**src/hdl/tsp_pkg.sv**
```systemverilog
package tsp_pkg;

    // Fixed geometry of the move, in 24.8 counts.
    localparam logic [31:0] START_OFFSET     = 32'd256000;
    localparam logic [31:0] FINISH_TOLERANCE = 32'd5120;

    // Configuration register indexes.
    localparam int unsigned CFG_INDEX_W = 3;
    localparam logic [CFG_INDEX_W-1:0] CFG_ACCEL_STEP   = 3'd0;
    localparam logic [CFG_INDEX_W-1:0] CFG_DECEL_STEP   = 3'd1;
    localparam logic [CFG_INDEX_W-1:0] CFG_TOP_SPEED    = 3'd2;
    localparam logic [CFG_INDEX_W-1:0] CFG_EXIT_SPEED   = 3'd3;
    localparam logic [CFG_INDEX_W-1:0] CFG_MOVE_LENGTH  = 3'd4;
    localparam logic [CFG_INDEX_W-1:0] CFG_REVERSE_MOVE = 3'd5;
    localparam int unsigned CFG_DATA_W = 24;

    // Phase codes reported with each result.
    localparam logic [1:0] PHASE_IDLE  = 2'd0;
    localparam logic [1:0] PHASE_RUN   = 2'd1;
    localparam logic [1:0] PHASE_DECEL = 2'd2;
    localparam logic [1:0] PHASE_BRAKE = 2'd3;

    // Item kinds.
    localparam logic KIND_START = 1'b0;
    localparam logic KIND_TICK  = 1'b1;

    // Divider geometry: magnitude of speed^2 - exit^2 over the remaining distance.
    localparam int unsigned DIVIDEND_W = 31;
    localparam int unsigned DIVISOR_W  = 33;

    typedef struct packed {
        logic              kind;
        logic              brake;
        logic signed [7:0] left_count;
        logic signed [7:0] right_count;
    } in_word_t;

    typedef struct packed {
        logic signed [15:0] speed_out;
        logic signed [31:0] position_out;
        logic signed [15:0] required_decel;
        logic [1:0]         phase;
        logic               move_done;
    } out_word_t;

    typedef struct packed {
        logic                  start;
        logic [DIVIDEND_W-1:0] dividend;
        logic [DIVISOR_W-1:0]  divisor;
    } div_req_t;

    typedef struct packed {
        logic                  done;
        logic [DIVIDEND_W-1:0] quotient;
    } div_rsp_t;

endpackage

```
**src/hdl/tsp_div.sv**
```systemverilog
module tsp_div
    import tsp_pkg::*;
(
    input  logic     clk,
    input  logic     rst_n,
    input  div_req_t req,
    output div_rsp_t rsp
);

    localparam int unsigned CNT_W = $clog2(DIVIDEND_W);
    localparam logic [CNT_W-1:0] CNT_LAST = CNT_W'(DIVIDEND_W - 1);

    logic                  busy_reg, busy_next;
    logic                  done_reg, done_next;
    logic [CNT_W-1:0]      cnt_reg, cnt_next;
    logic [DIVISOR_W-1:0]  rem_reg, rem_next;
    logic [DIVIDEND_W-1:0] quo_reg, quo_next;
    logic [DIVISOR_W-1:0]  dvs_reg, dvs_next;

    logic [DIVISOR_W:0]    trial;
    logic [DIVISOR_W:0]    trial_diff;
    logic                  fits;

    // One restoring step per cycle: the dividend shifts out of the top of
    // quo_reg while quotient bits shift in at the bottom.
    assign trial      = {rem_reg, quo_reg[DIVIDEND_W-1]};
    assign trial_diff = trial - {1'b0, dvs_reg};
    assign fits       = (trial >= {1'b0, dvs_reg});

    always_comb
    begin
        busy_next = busy_reg;
        done_next = 1'b0;
        cnt_next  = cnt_reg;
        rem_next  = rem_reg;
        quo_next  = quo_reg;
        dvs_next  = dvs_reg;
        if (req.start)
        begin
            busy_next = 1'b1;
            cnt_next  = '0;
            rem_next  = '0;
            quo_next  = req.dividend;
            dvs_next  = req.divisor;
        end
        else if (busy_reg)
        begin
            rem_next = fits ? trial_diff[DIVISOR_W-1:0] : trial[DIVISOR_W-1:0];
            quo_next = {quo_reg[DIVIDEND_W-2:0], fits};
            cnt_next = cnt_reg + 1'b1;
            if (cnt_reg == CNT_LAST)
            begin
                busy_next = 1'b0;
                done_next = 1'b1;
            end
        end
    end

    always_ff @(posedge clk or negedge rst_n)
    begin
        if (!rst_n)
        begin
            busy_reg <= 1'b0;
            done_reg <= 1'b0;
            cnt_reg  <= '0;
        end
        else
        begin
            busy_reg <= busy_next;
            done_reg <= done_next;
            cnt_reg  <= cnt_next;
        end
    end

    always_ff @(posedge clk)
    begin
        rem_reg <= rem_next;
        quo_reg <= quo_next;
        dvs_reg <= dvs_next;
    end

    assign rsp.done     = done_reg;
    assign rsp.quotient = quo_reg;

endmodule

```
**src/hdl/trapezoidal_speed_profiler.sv**
```systemverilog
// Straight-move trapezoidal speed profiler.
// Input channel (in_valid, in_stall, in_word): a start word begins a move at
// the fixed start offset with the configured length; a tick word in a move
// ramps the speed, advances the position by the mean of the two encoder
// counts and, unless braking, checks the decel needed to reach exit speed.
// Output channel (out_valid, out_stall, out_word): exactly one result word per
// input word, in order. The result sits in an output register and holds while
// out_stall is high; the next input word can be accepted meanwhile.
// Configuration (cfg_valid, cfg_ready, cfg_index, cfg_data): cfg_ready is
// always high; write only while the block is idle. Unknown indexes are ignored.
// Sequence: a start word, an idle tick, a finishing tick or a brake tick goes
// from IDLE through EVAL to WRITE. A ramp tick goes through EVAL, SQS, SQE,
// DIV, APPLY and WRITE; in DIV it runs a 31-step restoring divider, one
// quotient bit per cycle. WRITE waits while the output register is stalled,
// and out_valid rises once WRITE hands the result over. in_stall is high
// from acceptance until then, so a new word is taken only after that.
// Reset clears the configuration registers, the move state and the output valid.
module trapezoidal_speed_profiler
    import tsp_pkg::*;
(
    input  logic                   clk,
    input  logic                   rst_n,
    input  logic                   in_valid,
    output logic                   in_stall,
    input  in_word_t               in_word,
    output logic                   out_valid,
    input  logic                   out_stall,
    output out_word_t              out_word,
    input  logic                   cfg_valid,
    output logic                   cfg_ready,
    input  logic [CFG_INDEX_W-1:0] cfg_index,
    input  logic [CFG_DATA_W-1:0]  cfg_data
);

    // Sequencer states.
    typedef enum logic [6:0] {
        ST_IDLE  = 7'b0000001,
        ST_EVAL  = 7'b0000010,
        ST_SQS   = 7'b0000100,
        ST_SQE   = 7'b0001000,
        ST_DIV   = 7'b0010000,
        ST_APPLY = 7'b0100000,
        ST_WRITE = 7'b1000000
    } state_t;

    state_t state_reg, state_next;

    // Configuration registers.
    logic [7:0]  accel_reg;
    logic [7:0]  decel_reg;
    logic [14:0] top_reg;
    logic [14:0] exit_reg;
    logic [23:0] len_reg;
    logic        rev_reg;

    // Move state.
    logic signed [15:0] speed_reg, speed_next;
    logic [31:0]        pos_reg, pos_next;
    logic [31:0]        tgt_reg, tgt_next;
    logic               active_reg, active_next;
    logic signed [15:0] decel_last_reg, decel_last_next;

    // Working registers for one item.
    in_word_t    item_reg, item_next;
    logic [1:0]  phase_reg, phase_next;
    logic        done_reg, done_next;
    logic [30:0] sq_reg, sq_next;
    logic        neg_reg, neg_next;

    // Output register.
    logic      out_valid_reg, out_valid_next;
    out_word_t out_word_reg, out_word_next;

    // Shared datapath signals.
    logic signed [33:0] pos_x, tgt_x, dist_x;
    logic               at_end;
    logic signed [17:0] spd_x, acc_x, dec_x, top_x, exit_x, dreq_x;
    logic signed [17:0] ramp_sum;
    logic signed [15:0] brake_speed, ramp_speed, apply_speed;
    logic signed [8:0]  count_sum;
    logic [31:0]        advance;
    logic signed [15:0] mul_op;
    logic signed [31:0] mul_prod;
    logic signed [31:0] numer;
    logic [31:0]        numer_mag;
    logic [30:0]        half_mag;
    logic signed [15:0] dreq;
    logic               out_free;
    div_req_t           dreq_bus;
    div_rsp_t           drsp_bus;

    tsp_div u_div (
        .clk   (clk),
        .rst_n (rst_n),
        .req   (dreq_bus),
        .rsp   (drsp_bus)
    );

    // End test and remaining distance, widened so that nothing wraps.
    assign pos_x  = {{2{pos_reg[31]}}, pos_reg};
    assign tgt_x  = {{2{tgt_reg[31]}}, tgt_reg};
    assign dist_x = tgt_x - pos_x;
    assign at_end = (pos_x >= (tgt_x - $signed({2'b00, FINISH_TOLERANCE})));

    assign spd_x  = {{2{speed_reg[15]}}, speed_reg};
    assign acc_x  = {10'd0, accel_reg};
    assign dec_x  = {10'd0, decel_reg};
    assign top_x  = {3'd0, top_reg};
    assign exit_x = {3'd0, exit_reg};
    assign dreq_x = {{2{decel_last_reg[15]}}, decel_last_reg};

    // Brake ramp toward zero, plain ramp toward the signed top speed, and the
    // deceleration clamp at the exit speed. All results fit in 16 bits.
    always_comb
    begin
        if (!rev_reg)
        begin
            ramp_sum    = spd_x - dec_x;
            brake_speed = (ramp_sum <= 18'sd0) ? 16'sd0 : ramp_sum[15:0];
        end
        else
        begin
            ramp_sum    = spd_x + acc_x;
            brake_speed = (ramp_sum >= 18'sd0) ? 16'sd0 : ramp_sum[15:0];
        end
    end

    always_comb
    begin
        logic signed [17:0] t;
        if (!rev_reg)
        begin
            t          = spd_x + acc_x;
            ramp_speed = (t >= top_x) ? {1'b0, top_reg} : t[15:0];
        end
        else
        begin
            t          = spd_x - dec_x;
            ramp_speed = (t <= -top_x) ? 16'(-top_x) : t[15:0];
        end
    end

    always_comb
    begin
        logic signed [17:0] t;
        if (!rev_reg)
        begin
            t           = spd_x - dreq_x;
            apply_speed = (t <= exit_x) ? {1'b0, exit_reg} : t[15:0];
        end
        else
        begin
            t           = spd_x + dreq_x;
            apply_speed = (t >= exit_x) ? {1'b0, exit_reg} : t[15:0];
        end
    end

    // Position advance: mean of the two counts times 256 is their sum times 128.
    assign count_sum = {item_reg.left_count[7], item_reg.left_count}
                     + {item_reg.right_count[7], item_reg.right_count};
    assign advance   = {{16{count_sum[8]}}, count_sum, 7'd0};

    // One multiplier squares the speed, then the exit speed, on successive cycles.
    assign mul_op    = (state_reg == ST_SQS) ? speed_reg : {1'b0, exit_reg};
    assign mul_prod  = mul_op * mul_op;
    assign numer     = $signed({1'b0, sq_reg}) - mul_prod;
    assign numer_mag = numer[31] ? 32'(-numer) : numer;

    assign dreq_bus.start    = (state_reg == ST_SQE);
    assign dreq_bus.dividend = numer_mag[30:0];
    assign dreq_bus.divisor  = dist_x[32:0];

    // Halve the quotient magnitude (truncation toward zero) and saturate.
    assign half_mag = {1'b0, drsp_bus.quotient[30:1]};
    always_comb
    begin
        if (neg_reg)
            dreq = (half_mag > 31'd32768) ? 16'sh8000 : 16'(-half_mag);
        else
            dreq = (half_mag > 31'd32767) ? 16'sd32767 : half_mag[15:0];
    end

    assign out_free = !out_valid_reg || !out_stall;

    always_comb
    begin
        state_next      = state_reg;
        speed_next      = speed_reg;
        pos_next        = pos_reg;
        tgt_next        = tgt_reg;
        active_next     = active_reg;
        decel_last_next = decel_last_reg;
        item_next       = item_reg;
        phase_next      = phase_reg;
        done_next       = done_reg;
        sq_next         = sq_reg;
        neg_next        = neg_reg;
        out_valid_next  = out_valid_reg && out_stall;
        out_word_next   = out_word_reg;

        case (state_reg)
            ST_IDLE:
            begin
                if (in_valid)
                begin
                    item_next  = in_word;
                    state_next = ST_EVAL;
                end
            end
            ST_EVAL:
            begin
                phase_next = PHASE_IDLE;
                done_next  = 1'b0;
                state_next = ST_WRITE;
                if (item_reg.kind == KIND_START)
                begin
                    pos_next    = START_OFFSET;
                    tgt_next    = START_OFFSET + {8'd0, len_reg};
                    active_next = 1'b1;
                    phase_next  = PHASE_RUN;
                end
                else if (active_reg)
                begin
                    if (at_end)
                    begin
                        // The move is over: position holds, speed carries on.
                        active_next = 1'b0;
                        tgt_next    = '0;
                        done_next   = 1'b1;
                    end
                    else if (item_reg.brake)
                    begin
                        speed_next = brake_speed;
                        phase_next = PHASE_BRAKE;
                        pos_next   = pos_reg + advance;
                    end
                    else
                    begin
                        speed_next = ramp_speed;
                        phase_next = PHASE_RUN;
                        state_next = ST_SQS;
                    end
                end
            end
            ST_SQS:
            begin
                sq_next    = mul_prod[30:0];
                state_next = ST_SQE;
            end
            ST_SQE:
            begin
                neg_next   = numer[31];
                state_next = ST_DIV;
            end
            ST_DIV:
            begin
                if (drsp_bus.done)
                begin
                    decel_last_next = dreq;
                    state_next      = ST_APPLY;
                end
            end
            ST_APPLY:
            begin
                if (decel_last_reg >= $signed({8'd0, rev_reg ? accel_reg : decel_reg}))
                begin
                    phase_next = PHASE_DECEL;
                    speed_next = apply_speed;
                end
                pos_next   = pos_reg + advance;
                state_next = ST_WRITE;
            end
            ST_WRITE:
            begin
                if (out_free)
                begin
                    out_valid_next              = 1'b1;
                    out_word_next.speed_out      = speed_reg;
                    out_word_next.position_out   = pos_reg;
                    out_word_next.required_decel = decel_last_reg;
                    out_word_next.phase          = phase_reg;
                    out_word_next.move_done      = done_reg;
                    state_next                  = ST_IDLE;
                end
            end
            default:
            begin
                state_next = ST_IDLE;
            end
        endcase
    end

    always_ff @(posedge clk or negedge rst_n)
    begin
        if (!rst_n)
        begin
            state_reg      <= ST_IDLE;
            speed_reg      <= '0;
            pos_reg        <= '0;
            tgt_reg        <= '0;
            active_reg     <= 1'b0;
            decel_last_reg <= '0;
            out_valid_reg  <= 1'b0;
            accel_reg      <= '0;
            decel_reg      <= '0;
            top_reg        <= '0;
            exit_reg       <= '0;
            len_reg        <= '0;
            rev_reg        <= 1'b0;
        end
        else
        begin
            state_reg      <= state_next;
            speed_reg      <= speed_next;
            pos_reg        <= pos_next;
            tgt_reg        <= tgt_next;
            active_reg     <= active_next;
            decel_last_reg <= decel_last_next;
            out_valid_reg  <= out_valid_next;
            if (cfg_valid)
            begin
                case (cfg_index)
                    CFG_ACCEL_STEP:   accel_reg <= cfg_data[7:0];
                    CFG_DECEL_STEP:   decel_reg <= cfg_data[7:0];
                    CFG_TOP_SPEED:    top_reg   <= cfg_data[14:0];
                    CFG_EXIT_SPEED:   exit_reg  <= cfg_data[14:0];
                    CFG_MOVE_LENGTH:  len_reg   <= cfg_data[23:0];
                    CFG_REVERSE_MOVE: rev_reg   <= cfg_data[0];
                    default:          ;
                endcase
            end
        end
    end

    always_ff @(posedge clk)
    begin
        item_reg     <= item_next;
        phase_reg    <= phase_next;
        done_reg     <= done_next;
        sq_reg       <= sq_next;
        neg_reg      <= neg_next;
        out_word_reg <= out_word_next;
    end

    assign in_stall  = (state_reg != ST_IDLE);
    assign out_valid = out_valid_reg;
    assign out_word  = out_word_reg;
    assign cfg_ready = 1'b1;

endmodule
```
**config.mk**
```make
export PLATFORM = sky130hd
export DESIGN_NAME = trapezoidal_speed_profiler
export DESIGN_NICKNAME = d
export VERILOG_FILES = /design/src/hdl/tsp_pkg.sv /design/src/hdl/tsp_div.sv /design/src/hdl/trapezoidal_speed_profiler.sv
export SDC_FILE = /design/constraint.sdc
export NUM_CORES = 2
export LEC_CHECK = 0
export BUFFER_PORTS_ARGS = -buffer_cell sky130_fd_sc_hd__clkbuf_2
export CAP_MARGIN = 20
export CORE_AREA = 2 2 285 287
export CTS_CLUSTER_SIZE = 12
export DETAILED_ROUTE_END_ITERATION = 16
export DIE_AREA = 0 0 287 289
export GPL_ROUTABILITY_DRIVEN = 0
export GPL_TIMING_DRIVEN = 0
export SLEW_MARGIN = 10
export SYNTH_ARGS = -nofsm -noshare
export SYNTH_HDL_FRONTEND = slang
export SYNTH_SLANG_ARGS = --single-unit
```
**constraint.sdc**
```tcl
create_clock -name clk -period 9.9 [get_ports clk]
set_input_delay 0 -clock clk [delete_from_list [all_inputs] [get_ports clk]]
set_output_delay 0 -clock clk [all_outputs]
set_load 0.03 [all_outputs]
```
==> summary.txt <==
Timing
  – Slew headroom: 26.1%
  – FMAX: 94.8 MHz
  – Final Worst Setup Slack: -647 ps
  – Period minus WS final: 10550 ps
  – Fraction of the cycle the final worst path needs: 107%
  – Worst-Margin Slew: 1100 ps
  – RSZ-0062 raised after global routing: true
  – Setup tns final: -15500 ps
  – Slew Limit Fails: 0
  – Clock Skews: 40.8 ps
  – Final-report hold violation count: 0
  – Setup violations, final: 31

Drt
  – Initial DRC count: 2588
  – Via/cell ratio: 5.47
  – Routed len/inst: 19.6 um
  – Overall routed net length: 103 mm
  – Final ANT Viol Nets: 0
  – Via count: 28800
  – DRC Markers: 0
  – TritonRoute pass-1 iters: 5

Layout
  – Area Growth Syn to Fin: 15.3%
  – Nets@finish: 4805
  – Layout cells sized above 1: 11.5%
  – Fill cells: 7432
  – Max FFs per register: 60
  – Diode count: 0

Floorplan
  – Ports: 120
  – Initial Util: 44.8%
  – Die width: 287 um
  – Die area: 82900 um2
  – Chip Height: 289 um
  – Num rows: 104
  – Core Footprint: 79900 um2

Worst setup path
  – Worst path buffer plus inverter count: 14
  – WS Path Type: register to register
  – CP Max Fanout: 8
  – Slowest stage delay, CP: 540 ps
  – Delay-heaviest family, CP: adder cells
  – End of the worst register-to-register path: u_div.quo_reg[5]$_DFFE_PP_
  – Startpoint types: register
  – Reg2Reg Depth: 47
  – Setup crit end kind: register
  – R2R Path Start: state_reg[5]$_DFFE_PN0P_
  – Worst EP arrival: 10860 ps
  – Slowest-stage cell, CP: fa_1
  – WP data required: 10210 ps
  – Flop2flop setup slack: -650 ps

Hold path
  – Hold path startpoint: in_word[5]
  – Class of the worst hold path: primary input to register
  – Hold Crit Depth: 2
  – Worst Hold End: item_reg[5]$_DFFE_PP_

Place
  – Final HPWL DP: 81.4 mm
  – # port buffers: 110

Global routing
  – First-pass GRT wire length: 161 mm
  – Vias in the first global route: 28300
  – Largest net degree at the start of global routing: 94
  – GR Overflow Total: 0
  – GRT Util Overall: 25.0%
  – Antenna violations before repair: 1

Yosys
  – Register area share after synthesis: 28.4%
  – Syn_area_per_cell: 9.21 um2
  – Synth top area share: 14.8%
  – Post-Synthesis Cells: 3883
  – Primary FF master, synth: edfxtp_1
  – Area leader, netlist: edfxtp_1
  – #FFs+latches synth: 378
  – Post-synth EDFFs: 176
  – Synth area leaders: edfxtp_1 (15%), fa_1 (14%), ha_1 (12%)
  – Synth warn: 0
  – Netlist cell types: 92
  – Mapped Area: 35800 um2
  – Asr flop ratio synth: 44.7%

Clock tree
  – Latest clock arrival within the worst-skew pair: 620 ps
  – Clock root buffer: clkbuf_16
  – CTS Buffer Depth: 3
  – Clock transition at path regs: 60 ps
  – Sink Count: 378
  – H-tree levels: 2
  – CTS Buf Count: 45
  – CTS tree: built

Outcome
  – Violations in the final reports: negative setup slack
  – Status: finished, violations left

Flow run
  – Max-cap violations: 0
[cells in the mapped netlist, drive strengths merged, types with 35 or more instances]
library cell	instances
xor2	88
mux2i	53
nand4	35
ha	348
nor2	291
nor2b	41
o21ai	221
a21o	90
nand2	296
a211oi	44
dfrtp	168
xnor2	161
fa	243
clkbuf	93
nand2b	46
nand3	51
edfxtp	176
nor3	47
or3	39
o21a	43
inv	575
a21oi	203
mux2	56
[worst register-to-register path, delay by kind of cell (launching register included)]
family	cells	cell delay (ps)
AO/OA/AOI/OAI	12	2310
XOR/XNOR	4	990
adder cells (fa/ha/maj)	8	3580
buffers and inverters	14	1420
flip-flops	1	380
multiplexers	1	190
AND/OR/NAND/NOR	8	1400
[metrics by stage]
stage | std cells | hold WS, ps | setup slack, ps | cell area, um2 | util [%]
after floorplan | 3891 | -296 | 25.4 | 35900 | -
after global placement | 5061 | 178 | -2300 | 37800 | 47.3
after detailed placement | 5067 | -163 | -2350 | 37900 | 47.5
after CTS | 5247 | 46.8 | -726 | 40900 | 51.2
after global routing | 5260 | 75.2 | -1140 | 41200 | 51.6
final | 5260 | 92.9 | -647 | 41200 | 51.6
[cell type report]
cell class                      instances  area [um2]  share of cell area, %
Multi-Input combinational cell       2818       23700                   57.4
Sequential cell                       378       10200                   24.7
Buffer                                109         589                   1.43
Inverter                              584        2230                   5.40
Timing Repair Buffer                  228        1700                   4.13
Clock buffer                           58        1220                   2.97
Clock inverter                         25         304                  0.737
Tap cell                             1060        1330                   3.22
[cell usage in the layout, fill, tap and decap left out, types with 45 or more instances in the layout]
master,Yosys,routed
inv_1,571,561
ha_1,348,334
nand2_1,296,291
nor2_1,291,281
fa_1,243,236
a21oi_1,203,196
o21ai_0,193,178
edfxtp_1,176,176
dfrtp_1,168,168
xnor2_1,161,149
clkbuf_2,0,110
clkbuf_1,93,90
a21o_1,90,88
xor2_1,87,84
buf_4,8,60
mux2_2,56,56
dlygate4sd3_1,0,52
nand3_1,50,49
clkbuf_16,0,48
mux2i_1,53,46
nor3_1,47,45
[kinds of logic (layout without fill, tap and decap cells)]
family          Yosys count  in the layout  synth area share [%]
compound gates          884            884                  16.0
xor+xnor                249            249                  6.12
fa+ha+maj               593            593                  25.8
buf+inv                 695           1004                  7.47
flops                   378            378                  28.4
mux                     109            109                  3.25
other cells               2             10                0.0210
simple gates            973            973                  12.8
[routing by layer]
layer / global-route usage [%] / vias up / share of wire, % / wire length (um)
met5: 0 / - / 0.019 / 20
li1: - / 13900 / - / -
met4: 7.60 / 2 / 3.4 / 3540
met2: 40.7 / 769 / 46 / 47200
met1: 34.4 / 14000 / 45 / 46400
met3: 3.78 / 157 / 5.7 / 5850
[worst max path at each step]
stage | end | startpoint | slack (ps) | cells past startpoint
finish | u_div.quo_reg[5]$_DFFE_PP_ | state_reg[5]$_DFFE_PN0P_ | -650 | 47
floorplan | u_div.quo_reg[30]$_DFFE_PP_ | state_reg[5]$_DFFE_PN0P_ | 30 | 45
global placement | u_div.quo_reg[21]$_DFFE_PP_ | state_reg[0]$_DFFE_PN1P_ | -2300 | 42
CTS | u_div.quo_reg[21]$_DFFE_PP_ | state_reg[5]$_DFFE_PN0P_ | -730 | 47
detailed placement | u_div.quo_reg[21]$_DFFE_PP_ | state_reg[0]$_DFFE_PN1P_ | -2350 | 42
global route | u_div.quo_reg[21]$_DFFE_PP_ | state_reg[5]$_DFFE_PN0P_ | -1140 | 46
[repair_timing]
action,4_1_cts,5_1_grt
setup endpoints to repair,31,31
gates resized for setup,124,52
gates cloned,2,1
setup buffers,44,13
pin swaps,34,26
hold endpoints to repair,221,0
hold buffers,52,0
Power is not shown: default switching activity piles up to over one toggle a cycle in this logic, so the estimate is an artifact.
